`src/adsr_pkg.sv`:
```
// Shared widths, constants and codes of the ADSR envelope gain block.
`default_nettype none

package adsr_pkg;

    localparam int LEVEL_W   = 17;                 // Q1.16 level, 0 to 1.0 inclusive
    localparam int FRAC_W    = 16;                 // fraction bits of the level
    localparam int DUR_W     = 24;                 // duration register width
    localparam int NUM_W     = DUR_W + LEVEL_W;    // ramp numerator width
    localparam int CFG_IDX_W = 2;

    localparam logic [LEVEL_W-1:0] ONE_Q16 = LEVEL_W'(1) << FRAC_W;

    localparam logic [CFG_IDX_W-1:0] CFG_ATTACK  = 2'd0;
    localparam logic [CFG_IDX_W-1:0] CFG_DECAY   = 2'd1;
    localparam logic [CFG_IDX_W-1:0] CFG_SUSTAIN = 2'd2;
    localparam logic [CFG_IDX_W-1:0] CFG_RELEASE = 2'd3;

    typedef enum logic [2:0] {
        ST_IDLE    = 3'd0,
        ST_ATTACK  = 3'd1,
        ST_DECAY   = 3'd2,
        ST_SUSTAIN = 3'd3,
        ST_RELEASE = 3'd4
    } t_stage;

endpackage

`default_nettype wire

```
`src/adsr_in_if.sv`:
```
// Input frame channel: stereo samples with trigger and release events.
`default_nettype none

interface adsr_in_if #(
    parameter int SAMPLE_BITS = 24
);
    logic                          valid;
    logic                          ready;
    logic signed [SAMPLE_BITS-1:0] left_in;
    logic signed [SAMPLE_BITS-1:0] right_in;
    logic                          trigger_event;
    logic                          release_event;

    modport source (output valid, output left_in, output right_in,
                    output trigger_event, output release_event, input ready);
    modport sink   (input valid, input left_in, input right_in,
                    input trigger_event, input release_event, output ready);
endinterface

`default_nettype wire

```
`src/adsr_out_if.sv`:
```
// Output frame channel: scaled stereo samples with envelope level and stage.
`default_nettype none

interface adsr_out_if #(
    parameter int SAMPLE_BITS = 24
);
    logic                          valid;
    logic                          ready;
    logic signed [SAMPLE_BITS-1:0] left_out;
    logic signed [SAMPLE_BITS-1:0] right_out;
    logic [16:0]                   env_level;
    logic [2:0]                    env_stage;

    modport source (output valid, output left_out, output right_out,
                    output env_level, output env_stage, input ready);
    modport sink   (input valid, input left_out, input right_out,
                    input env_level, input env_stage, output ready);
endinterface

`default_nettype wire

```
`src/adsr_mul.sv`:
```
// Shared signed multiplier with registered product.
`default_nettype none

module adsr_mul import adsr_pkg::*; #(
    parameter int A_W = 25
) (
    input  logic                       i_clk,
    input  logic signed [A_W-1:0]      i_a,
    input  logic signed [LEVEL_W:0]    i_b,
    output logic signed [A_W+LEVEL_W:0] o_p
);

    logic signed [A_W+LEVEL_W:0] r_p;

    always_ff @(posedge i_clk) begin
        r_p <= (A_W+LEVEL_W+1)'(i_a) * (A_W+LEVEL_W+1)'(i_b);
    end

    assign o_p = r_p;

endmodule

`default_nettype wire

```
`src/adsr_div.sv`:
```
// Restoring divider, one quotient bit per cycle, for the ramp levels.
`default_nettype none

module adsr_div import adsr_pkg::*; (
    input  logic               i_clk,
    input  logic               i_rst_n,
    input  logic               i_start,
    input  logic [NUM_W-1:0]   i_num,
    input  logic [DUR_W-1:0]   i_den,
    output logic               o_done,
    output logic [LEVEL_W-1:0] o_quot
);

    localparam int CNT_W = $clog2(LEVEL_W);

    logic               r_busy;
    logic               r_done;
    logic [CNT_W-1:0]   r_cnt;
    logic [DUR_W-1:0]   r_rem;
    logic [LEVEL_W-1:0] r_low;
    logic [LEVEL_W-1:0] r_quot;
    logic [DUR_W-1:0]   r_den;

    logic [DUR_W:0] trial;
    logic [DUR_W:0] diff;
    logic           ge;

    always_comb begin
        trial = {r_rem, r_low[LEVEL_W-1]};
        diff  = trial - {1'b0, r_den};
        ge    = trial >= {1'b0, r_den};
    end

    always_ff @(posedge i_clk) begin
        if (!i_rst_n) begin
            r_busy <= 1'b0;
            r_done <= 1'b0;
            r_cnt  <= '0;
        end else begin
            r_done <= 1'b0;
            if (i_start) begin
                r_busy <= 1'b1;
                r_cnt  <= CNT_W'(LEVEL_W - 1);
            end else if (r_busy) begin
                r_cnt <= r_cnt - CNT_W'(1);
                if (r_cnt == '0) begin
                    r_busy <= 1'b0;
                    r_done <= 1'b1;
                end
            end
        end
    end

    // The numerator is below den * 2^17, so the upper part starts below den.
    always_ff @(posedge i_clk) begin
        if (i_start) begin
            r_rem <= i_num[NUM_W-1:LEVEL_W];
            r_low <= i_num[LEVEL_W-1:0];
            r_den <= i_den;
        end else if (r_busy) begin
            r_rem  <= ge ? diff[DUR_W-1:0] : trial[DUR_W-1:0];
            r_low  <= {r_low[LEVEL_W-2:0], 1'b0};
            r_quot <= {r_quot[LEVEL_W-2:0], ge};
        end
    end

    assign o_done = r_done;
    assign o_quot = r_quot;

endmodule

`default_nettype wire

```
`src/adsr_envelope_gain.sv`:
```
// Top level: linear ADSR envelope applied to a stereo stream.
//
//   channel   dir  handshake        payload
//   i_in      in   valid/ready      left_in, right_in, trigger_event, release_event
//   o_out     out  valid/ready      left_out, right_out, env_level, env_stage
//   cfg       in   i_cfg_we         i_cfg_idx, i_cfg_data
//
// A ramp frame passes from accept to result through the numerator product,
// the divider start, the divider steps, the step that takes the quotient, two
// channel products and the steps that land the result; other frames go straight
// to the channel products. Input ready is high only in the idle step, from the
// cycle after the push, so a frame is taken only once the last is pushed; a
// full output register holds the push. Reset is synchronous and clears state and config.
`default_nettype none

module adsr_envelope_gain import adsr_pkg::*; #(
    parameter int SAMPLE_BITS = 24,
    parameter int COUNT_BITS  = 24
) (
    input  logic                 i_clk,
    input  logic                 i_rst_n,
    adsr_in_if.sink              i_in,
    adsr_out_if.source           o_out,
    input  logic                 i_cfg_we,
    input  logic [CFG_IDX_W-1:0] i_cfg_idx,
    input  logic [DUR_W-1:0]     i_cfg_data
);

    localparam int WW = (COUNT_BITS > DUR_W) ? COUNT_BITS : DUR_W;
    localparam int MW = (SAMPLE_BITS > DUR_W + 1) ? SAMPLE_BITS : DUR_W + 1;
    localparam int PW = MW + LEVEL_W + 1;
    localparam logic [COUNT_BITS-1:0] CMAX = '1;

    typedef enum logic [2:0] {
        SQ_IDLE,
        SQ_NUM,
        SQ_DIVS,
        SQ_DIVW,
        SQ_LEFT,
        SQ_RIGHT,
        SQ_FIN,
        SQ_PUSH
    } t_seq;

    // configuration
    logic [DUR_W-1:0]   r_attack;
    logic [DUR_W-1:0]   r_decay;
    logic [LEVEL_W-1:0] r_sustain;
    logic [DUR_W-1:0]   r_release;

    // envelope state and sequencer
    t_seq                   r_seq;
    t_stage                 r_stage;
    logic [COUNT_BITS-1:0]  r_count;
    logic [LEVEL_W-1:0]     r_level;
    logic                   r_sub;
    logic [DUR_W-1:0]       r_num_a;
    logic [LEVEL_W-1:0]     r_num_b;
    logic [DUR_W-1:0]       r_den;
    logic signed [SAMPLE_BITS-1:0] r_left_in;
    logic signed [SAMPLE_BITS-1:0] r_right_in;
    logic signed [SAMPLE_BITS-1:0] r_left_res;
    logic signed [SAMPLE_BITS-1:0] r_right_res;

    // output register
    logic                          r_out_valid;
    logic signed [SAMPLE_BITS-1:0] r_out_left;
    logic signed [SAMPLE_BITS-1:0] r_out_right;
    logic [LEVEL_W-1:0]            r_out_level;
    t_stage                        r_out_stage;

    // step decode
    logic [LEVEL_W-1:0]    sus;
    t_stage                s1;
    logic [COUNT_BITS-1:0] c1;
    logic [COUNT_BITS-1:0] c2;
    logic [DUR_W-1:0]      dur;
    logic                  fin;
    t_stage                n_stage;
    logic [COUNT_BITS-1:0] n_count;
    logic [LEVEL_W-1:0]    n_level;
    logic                  n_ramp;
    logic                  n_sub;
    logic [DUR_W-1:0]      n_num_a;
    logic [LEVEL_W-1:0]    n_num_b;

    logic signed [MW-1:0]      mul_a;
    logic signed [LEVEL_W:0]   mul_b;
    logic signed [PW-1:0]      prod;
    logic                      div_start;
    logic                      div_done;
    logic [LEVEL_W-1:0]        div_quot;
    logic                      accept;

    assign accept = i_in.valid && i_in.ready;

    always_ff @(posedge i_clk) begin
        if (!i_rst_n) begin
            r_attack  <= '0;
            r_decay   <= '0;
            r_sustain <= '0;
            r_release <= '0;
        end else if (i_cfg_we) begin
            unique case (i_cfg_idx)
                CFG_ATTACK:  r_attack  <= i_cfg_data;
                CFG_DECAY:   r_decay   <= i_cfg_data;
                CFG_SUSTAIN: r_sustain <= i_cfg_data[LEVEL_W-1:0];
                CFG_RELEASE: r_release <= i_cfg_data;
                default:     ;
            endcase
        end
    end

    always_comb begin
        sus = (r_sustain > ONE_Q16) ? ONE_Q16 : r_sustain;

        s1 = i_in.trigger_event ? ST_ATTACK : r_stage;
        c1 = i_in.trigger_event ? '0 : r_count;
        if (i_in.release_event && s1 != ST_IDLE) begin
            s1 = ST_RELEASE;
            c1 = '0;
        end
        c2 = (c1 == CMAX) ? c1 : c1 + COUNT_BITS'(1);

        unique case (s1)
            ST_ATTACK:  dur = r_attack;
            ST_DECAY:   dur = r_decay;
            ST_RELEASE: dur = r_release;
            default:    dur = r_attack;
        endcase
        fin = (dur == '0) || (WW'(c2) >= WW'(dur));

        n_stage = s1;
        n_count = c2;
        n_level = '0;
        n_ramp  = 1'b0;
        n_sub   = 1'b0;
        // on a ramp the count is below the duration, so it fits the divider
        n_num_a = DUR_W'(c2);
        n_num_b = ONE_Q16;
        unique case (s1)
            ST_ATTACK: begin
                if (fin) begin
                    n_level = ONE_Q16;
                    n_stage = ST_DECAY;
                    n_count = '0;
                end else begin
                    n_ramp = 1'b1;
                end
            end
            ST_DECAY: begin
                n_num_b = ONE_Q16 - sus;
                n_sub   = 1'b1;
                if (fin) begin
                    n_level = sus;
                    n_stage = ST_SUSTAIN;
                    n_count = '0;
                end else begin
                    n_ramp = 1'b1;
                end
            end
            ST_SUSTAIN: begin
                n_level = sus;
            end
            ST_RELEASE: begin
                n_num_a = DUR_W'(WW'(dur) - WW'(c2));
                n_num_b = sus;
                if (fin) begin
                    n_stage = ST_IDLE;
                end else begin
                    n_ramp = 1'b1;
                end
            end
            default: begin
                n_stage = ST_IDLE;
            end
        endcase
    end

    // shared multiplier operands follow the sequencer step
    always_comb begin
        case (r_seq)
            SQ_LEFT: begin
                mul_a = MW'(r_left_in);
                mul_b = $signed({1'b0, r_level});
            end
            SQ_RIGHT: begin
                mul_a = MW'(r_right_in);
                mul_b = $signed({1'b0, r_level});
            end
            default: begin
                mul_a = $signed(MW'(r_num_a));
                mul_b = $signed({1'b0, r_num_b});
            end
        endcase
    end

    assign div_start = (r_seq == SQ_DIVS);

    adsr_mul #(
        .A_W (MW)
    ) u_mul (
        .i_clk (i_clk),
        .i_a   (mul_a),
        .i_b   (mul_b),
        .o_p   (prod)
    );

    adsr_div u_div (
        .i_clk   (i_clk),
        .i_rst_n (i_rst_n),
        .i_start (div_start),
        .i_num   (prod[NUM_W-1:0]),
        .i_den   (r_den),
        .o_done  (div_done),
        .o_quot  (div_quot)
    );

    always_ff @(posedge i_clk) begin
        if (!i_rst_n) begin
            r_seq       <= SQ_IDLE;
            r_stage     <= ST_IDLE;
            r_count     <= '0;
            r_level     <= '0;
            r_out_valid <= 1'b0;
        end else begin
            if (o_out.ready && r_seq != SQ_PUSH) begin
                r_out_valid <= 1'b0;
            end
            unique case (r_seq)
                SQ_IDLE: begin
                    if (accept) begin
                        r_stage    <= n_stage;
                        r_count    <= n_count;
                        r_level    <= n_level;
                        r_sub      <= n_sub;
                        r_num_a    <= n_num_a;
                        r_num_b    <= n_num_b;
                        r_den      <= dur;
                        r_left_in  <= i_in.left_in;
                        r_right_in <= i_in.right_in;
                        r_seq      <= n_ramp ? SQ_NUM : SQ_LEFT;
                    end
                end
                SQ_NUM: begin
                    r_seq <= SQ_DIVS;
                end
                SQ_DIVS: begin
                    r_seq <= SQ_DIVW;
                end
                SQ_DIVW: begin
                    if (div_done) begin
                        r_level <= r_sub ? ONE_Q16 - div_quot : div_quot;
                        r_seq   <= SQ_LEFT;
                    end
                end
                SQ_LEFT: begin
                    r_seq <= SQ_RIGHT;
                end
                SQ_RIGHT: begin
                    // the product shifted by 16 is the floor of sample * level / 2^16
                    r_left_res <= prod[SAMPLE_BITS+FRAC_W-1:FRAC_W];
                    r_seq      <= SQ_FIN;
                end
                SQ_FIN: begin
                    r_right_res <= prod[SAMPLE_BITS+FRAC_W-1:FRAC_W];
                    r_seq       <= SQ_PUSH;
                end
                SQ_PUSH: begin
                    if (!r_out_valid || o_out.ready) begin
                        r_out_valid <= 1'b1;
                        r_out_left  <= r_left_res;
                        r_out_right <= r_right_res;
                        r_out_level <= r_level;
                        r_out_stage <= r_stage;
                        r_seq       <= SQ_IDLE;
                    end
                end
                default: begin
                    r_seq <= SQ_IDLE;
                end
            endcase
        end
    end

    assign i_in.ready      = (r_seq == SQ_IDLE);
    assign o_out.valid     = r_out_valid;
    assign o_out.left_out  = r_out_left;
    assign o_out.right_out = r_out_right;
    assign o_out.env_level = r_out_level;
    assign o_out.env_stage = r_out_stage;

endmodule

`default_nettype wire

```
`src/flat_wrapper.sv`:
```
// flat-port wrapper written by rule: the top's interface ports become plain ports
module adsr_envelope_gain_flat import adsr_pkg::*;
#(
    parameter int SAMPLE_BITS = 24,
    parameter int COUNT_BITS  = 24
)
  (i_clk, i_rst_n, i_cfg_we, i_cfg_idx, i_cfg_data, i_in_valid, i_in_left_in, i_in_right_in, i_in_trigger_event, i_in_release_event, i_in_ready, o_out_valid, o_out_left_out, o_out_right_out, o_out_env_level, o_out_env_stage, o_out_ready);
  adsr_in_if #(.SAMPLE_BITS(SAMPLE_BITS)) i_in_i ();
  adsr_out_if #(.SAMPLE_BITS(SAMPLE_BITS)) o_out_i ();
  input  logic i_clk;
  input  logic i_rst_n;
  input  logic i_cfg_we;
  input  logic [CFG_IDX_W-1:0] i_cfg_idx;
  input  logic [DUR_W-1:0] i_cfg_data;
  input wire logic [$bits(i_in_i.valid)-1:0] i_in_valid;
  input wire logic [$bits(i_in_i.left_in)-1:0] i_in_left_in;
  input wire logic [$bits(i_in_i.right_in)-1:0] i_in_right_in;
  input wire logic [$bits(i_in_i.trigger_event)-1:0] i_in_trigger_event;
  input wire logic [$bits(i_in_i.release_event)-1:0] i_in_release_event;
  output wire logic [$bits(i_in_i.ready)-1:0] i_in_ready;
  output wire logic [$bits(o_out_i.valid)-1:0] o_out_valid;
  output wire logic [$bits(o_out_i.left_out)-1:0] o_out_left_out;
  output wire logic [$bits(o_out_i.right_out)-1:0] o_out_right_out;
  output wire logic [$bits(o_out_i.env_level)-1:0] o_out_env_level;
  output wire logic [$bits(o_out_i.env_stage)-1:0] o_out_env_stage;
  input wire logic [$bits(o_out_i.ready)-1:0] o_out_ready;
  assign i_in_i.valid = i_in_valid;
  assign i_in_i.left_in = i_in_left_in;
  assign i_in_i.right_in = i_in_right_in;
  assign i_in_i.trigger_event = i_in_trigger_event;
  assign i_in_i.release_event = i_in_release_event;
  assign i_in_ready = i_in_i.ready;
  assign o_out_valid = o_out_i.valid;
  assign o_out_left_out = o_out_i.left_out;
  assign o_out_right_out = o_out_i.right_out;
  assign o_out_env_level = o_out_i.env_level;
  assign o_out_env_stage = o_out_i.env_stage;
  assign o_out_i.ready = o_out_ready;
  adsr_envelope_gain #(.SAMPLE_BITS(SAMPLE_BITS), .COUNT_BITS(COUNT_BITS)) u_core (.i_clk(i_clk), .i_rst_n(i_rst_n), .i_in(i_in_i), .o_out(o_out_i), .i_cfg_we(i_cfg_we), .i_cfg_idx(i_cfg_idx), .i_cfg_data(i_cfg_data));
endmodule
```
`config.mk`:
```
export PLATFORM = sky130hd
export DESIGN_NAME = adsr_envelope_gain_flat
export DESIGN_NICKNAME = d
export VERILOG_FILES = /design/src/adsr_pkg.sv /design/src/adsr_in_if.sv /design/src/adsr_out_if.sv /design/src/adsr_mul.sv /design/src/adsr_div.sv /design/src/adsr_envelope_gain.sv /design/src/flat_wrapper.sv
export SDC_FILE = /design/constraint.sdc
export NUM_CORES = 2
export LEC_CHECK = 0
export BUFFER_PORTS_ARGS = -buffer_cell sky130_fd_sc_hd__buf_2
export CORE_MARGIN = 2
export CORE_UTILIZATION = 35
export DETAILED_ROUTE_END_ITERATION = 7
export HOLD_SLACK_MARGIN = 0.06
export PLACE_DENSITY = 0.54
export SLEW_MARGIN = 30
export SYNTH_ARGS = -nofsm -noshare
export SYNTH_HDL_FRONTEND = slang
export SYNTH_SLANG_ARGS = --single-unit
```
`constraint.sdc`:
```
create_clock -name i_clk -period 10.5 [get_ports i_clk]
set_clock_uncertainty 0.1 [all_clocks]
set_input_delay 0.525 -clock i_clk [delete_from_list [all_inputs] [get_ports i_clk]]
set_output_delay 0.525 -clock i_clk [all_outputs]
set_load 0.005 [all_outputs]
```
==> flow_metrics.tcl <==
set metrics [dict create \
    grt_usage_pct 19.6 \
    syn_avg_cell_area_um2 9.82 \
    hold_violations 0 \
    die_w_um 325 \
    cts_buffers 56 \
    drt-pass1-iter-count 7 \
    final-max-slew-violation-count 0 \
    grt_pass1_vias 26500 \
    postRouteAntennaNets 0 \
    end_kind "register" \
    post_cts_buffers 0 \
    hold_path.class "input pin to register" \
    required_ps 10980 \
    seq_area_frac_synth_pct 36.1 \
    layout.nets 4491 \
    vias 26300 \
    tritoncts "built" \
    regArea_mm2 0.0131 \
    drt_iter0_drc 2294 \
    min_path_cells 3 \
    cts-htree-levels 2 \
    setup_ws_ps 1830 \
    die_area_mm2 0.106 \
    setup_viol 0 \
    setup_tns_ps 0 \
    gp_congestion 0.922 \
    die_y_um 325 \
    outcome "complete, no violations" \
    grt-ovfl-total 0 \
    dp_hpwl_um 79400 \
    path_max_fanout 65 \
    vias_per_cell 4.98 \
    start_util_pct 35.4 \
    area_delta_synth_final_pct 13.7 \
    grt_pass1_wl_um 159000 \
    dpl.cell_count 5089 \
    synth_flop_cell "edfxtp_1" \
    multi_input_area_mm2 0.0205 \
    layout_common_cells "nand2_1, inv_1, fa_1" \
    slew_headroom_pct 31.6 \
    cts_sinks 497 \
    synth-compound-area-share_pct 10.1 \
    routed_wl_um 104000 \
    antenna_found_initial 15 \
    timing.final.crit_share_pct 82.5 \
    rsz0062_at_grt "no" \
    clockRootBuffer "clkbuf_16" \
    pre_cts_slack_ps 1900 \
    cp_data_arrival_time_ps 9140 \
    io_buffer_count 150 \
    max_cap_viol_count 0 \
    drc 0 \
    fmax_mhz 115 \
    synth_edf_count 312 \
    worst_pin_slew_ps 997 \
    insertion_delay_ps 700 \
    layout-drive-gt1-share_pct 8.67 \
    criticalPathCategory "register to register" \
    synth-seq-cells 497 \
    async_reset_ff_share_pct 0 \
    wl_per_cell_um 19.7 \
    synthMuxAreaShare_pct 2.17 \
    synthCells 3683 \
    n_fill_cell 10300 \
    ioPinCount 151 \
    clk_path_buf_depth 3 \
    rr_worst_depth 25 \
    ys.warnings.count 0 \
    synth-xor-area-share_pct 2.93 \
    ys_types 73 \
    yosys.area_share.simple_pct 13.4 \
    final_cells 5270 \
    rows 117 \
    syn_area_mm2 0.0362 \
    final_common_cell "nand2_1" \
    synth_nets 4322 \
    synth_top_family_by_area "adder cells" \
    period_minus_slack_ps 8670 \
    fp.coreArea_mm2 0.102 \
    worst_hold_slack_ps 195 \
    synthAdderAreaFrac_pct 27.7 \
    clkTransAtPathRegs_ps 60 \
    grt_max_degree 98 \
    worst_setup_path_start_kind "register" \
]
## per-stage QoR
step	cell area [µm²]	util, %
6_report	41100	40.3
3_3_place_gp	38400	37.6
3_5_place_dp	38400	37.6
4_1_cts	41100	40.2
2_1_floorplan	36200	-
5_1_grt	41100	40.3
## cell families (layout without fill, tap and decap cells)
| kind of cell | count (synthesis) | count (layout) |
|---|---|---|
| AND/OR/NAND/NOR | 1155 | 1155 |
| buffers and inverters | 710 | 926 |
| AO/OA/AOI/OAI | 566 | 566 |
| adder cells (fa/ha/maj) | 558 | 558 |
| flip-flops | 497 | 497 |
| XOR/XNOR | 121 | 121 |
| multiplexers | 76 | 76 |
| other | 0 | 3 |
## layout make-up
cell class                      instances  share of cell area, %
Sequential cell                       497                   31.8
Tap cell                             1368                   4.16
Clock inverter                         43                   1.36
Multi-Input combinational cell       2476                   49.9
Antenna cell                            3                 0.0182
Timing Repair Buffer                  259                   4.24
Inverter                              562                   5.14
Clock buffer                           62                   3.46
## final timing paths
path / slack (ps) / startpoint / endpoint
worst max-delay path: 1830 / u_core.r_seq[1] / u_core.u_mul.o_p[37]
worst min-delay path: 190 / i_rst_n / u_core.r_level[6]
worst max register to register: 1830 / u_core.r_seq[1] / u_core.u_mul.o_p[37]
worst min register to register: 300 / u_core.r_right_res[0] / u_core.o_out.right_out[0]
## critical path, cell delays in order, from the launching register on
cell,delay [ps]
dfxtp_1,620
nand2b_4,770
mux2i_2,790
buf_4,300
nor2_1,80
fa_1,560
inv_1,50
fa_1,460
fa_1,520
inv_1,50
fa_1,490
fa_1,490
inv_1,50
fa_1,470
inv_1,40
ha_1,310
a21oi_1,150
o21ai_0,170
and3_1,230
a41oi_1,260
a41oi_1,320
a41o_1,360
o211a_1,290
a211o_1,270
a21oi_1,170
xnor2_1,140
## Yosys cell counts (5+ instances only)
library cell | number | area [µm²]
nand4_1 | 17 | 106
nor3_1 | 29 | 145
mux2_2 | 14 | 158
ha_1 | 152 | 1900
nand2_1 | 618 | 2320
inv_1 | 561 | 2110
o21a_1 | 37 | 278
a21boi_0 | 92 | 691
o21bai_1 | 13 | 97.6
a22oi_1 | 6 | 45.0
nor3b_1 | 5 | 37.5
a31oi_1 | 25 | 156
edfxtp_1 | 312 | 9370
xor2_1 | 37 | 324
o21ai_1 | 31 | 155
o31ai_1 | 8 | 60.1
o41ai_1 | 7 | 61.3
or2_2 | 11 | 68.8
o211ai_1 | 5 | 37.5
xnor2_1 | 84 | 736
a211oi_1 | 10 | 75.1
and2_1 | 9 | 56.3
or3_1 | 22 | 138
and3_1 | 17 | 106
nand3_1 | 28 | 140
clkbuf_1 | 128 | 480
nor2b_1 | 16 | 100
dfxtp_1 | 185 | 3700
o21ai_0 | 106 | 531
o22ai_1 | 5 | 31.3
nand2b_1 | 27 | 169
mux2i_1 | 61 | 611
a21oi_1 | 130 | 651
a222oi_1 | 19 | 190
fa_1 | 406 | 8130
nor2_1 | 327 | 1230
buf_1 | 11 | 41.3
a21o_1 | 32 | 240
## layer usage
metal	vias to the layer above	track usage, %	wire [µm]
met5	-	0	55
li1	12300	-	-
met1	12900	26.7	45500
met4	8	6.57	3470
met3	179	3.88	7880
met2	862	31.2	46700
## repair_timing
item	in CTS	in global routing
hold buffers	72	0
gates resized for setup	0	0
hold endpoints to repair	137	0
## flip-flops by register name (all words and copies together) (netlist names), 5 cells and up
name,cells
u_core.u_mul.o_p,41
u_core.o_out.left_out,24
u_core.o_out.right_out,24
u_core.r_attack,24
u_core.r_count,24
u_core.r_decay,24
u_core.r_den,24
u_core.r_left_in,24
u_core.r_left_res,24
u_core.r_num_a,24
u_core.r_release,24
u_core.r_right_in,24
u_core.r_right_res,24
u_core.u_div.r_den,24
u_core.u_div.r_rem,24
u_core.o_out.env_level,17
u_core.r_level,17
u_core.r_num_b,17
u_core.r_sustain,17
u_core.u_div.o_quot,17
u_core.u_div.r_low,17
u_core.u_div.r_cnt,5
Power is not shown: default switching activity piles up to over one toggle a cycle in this logic, so the estimate is an artifact.
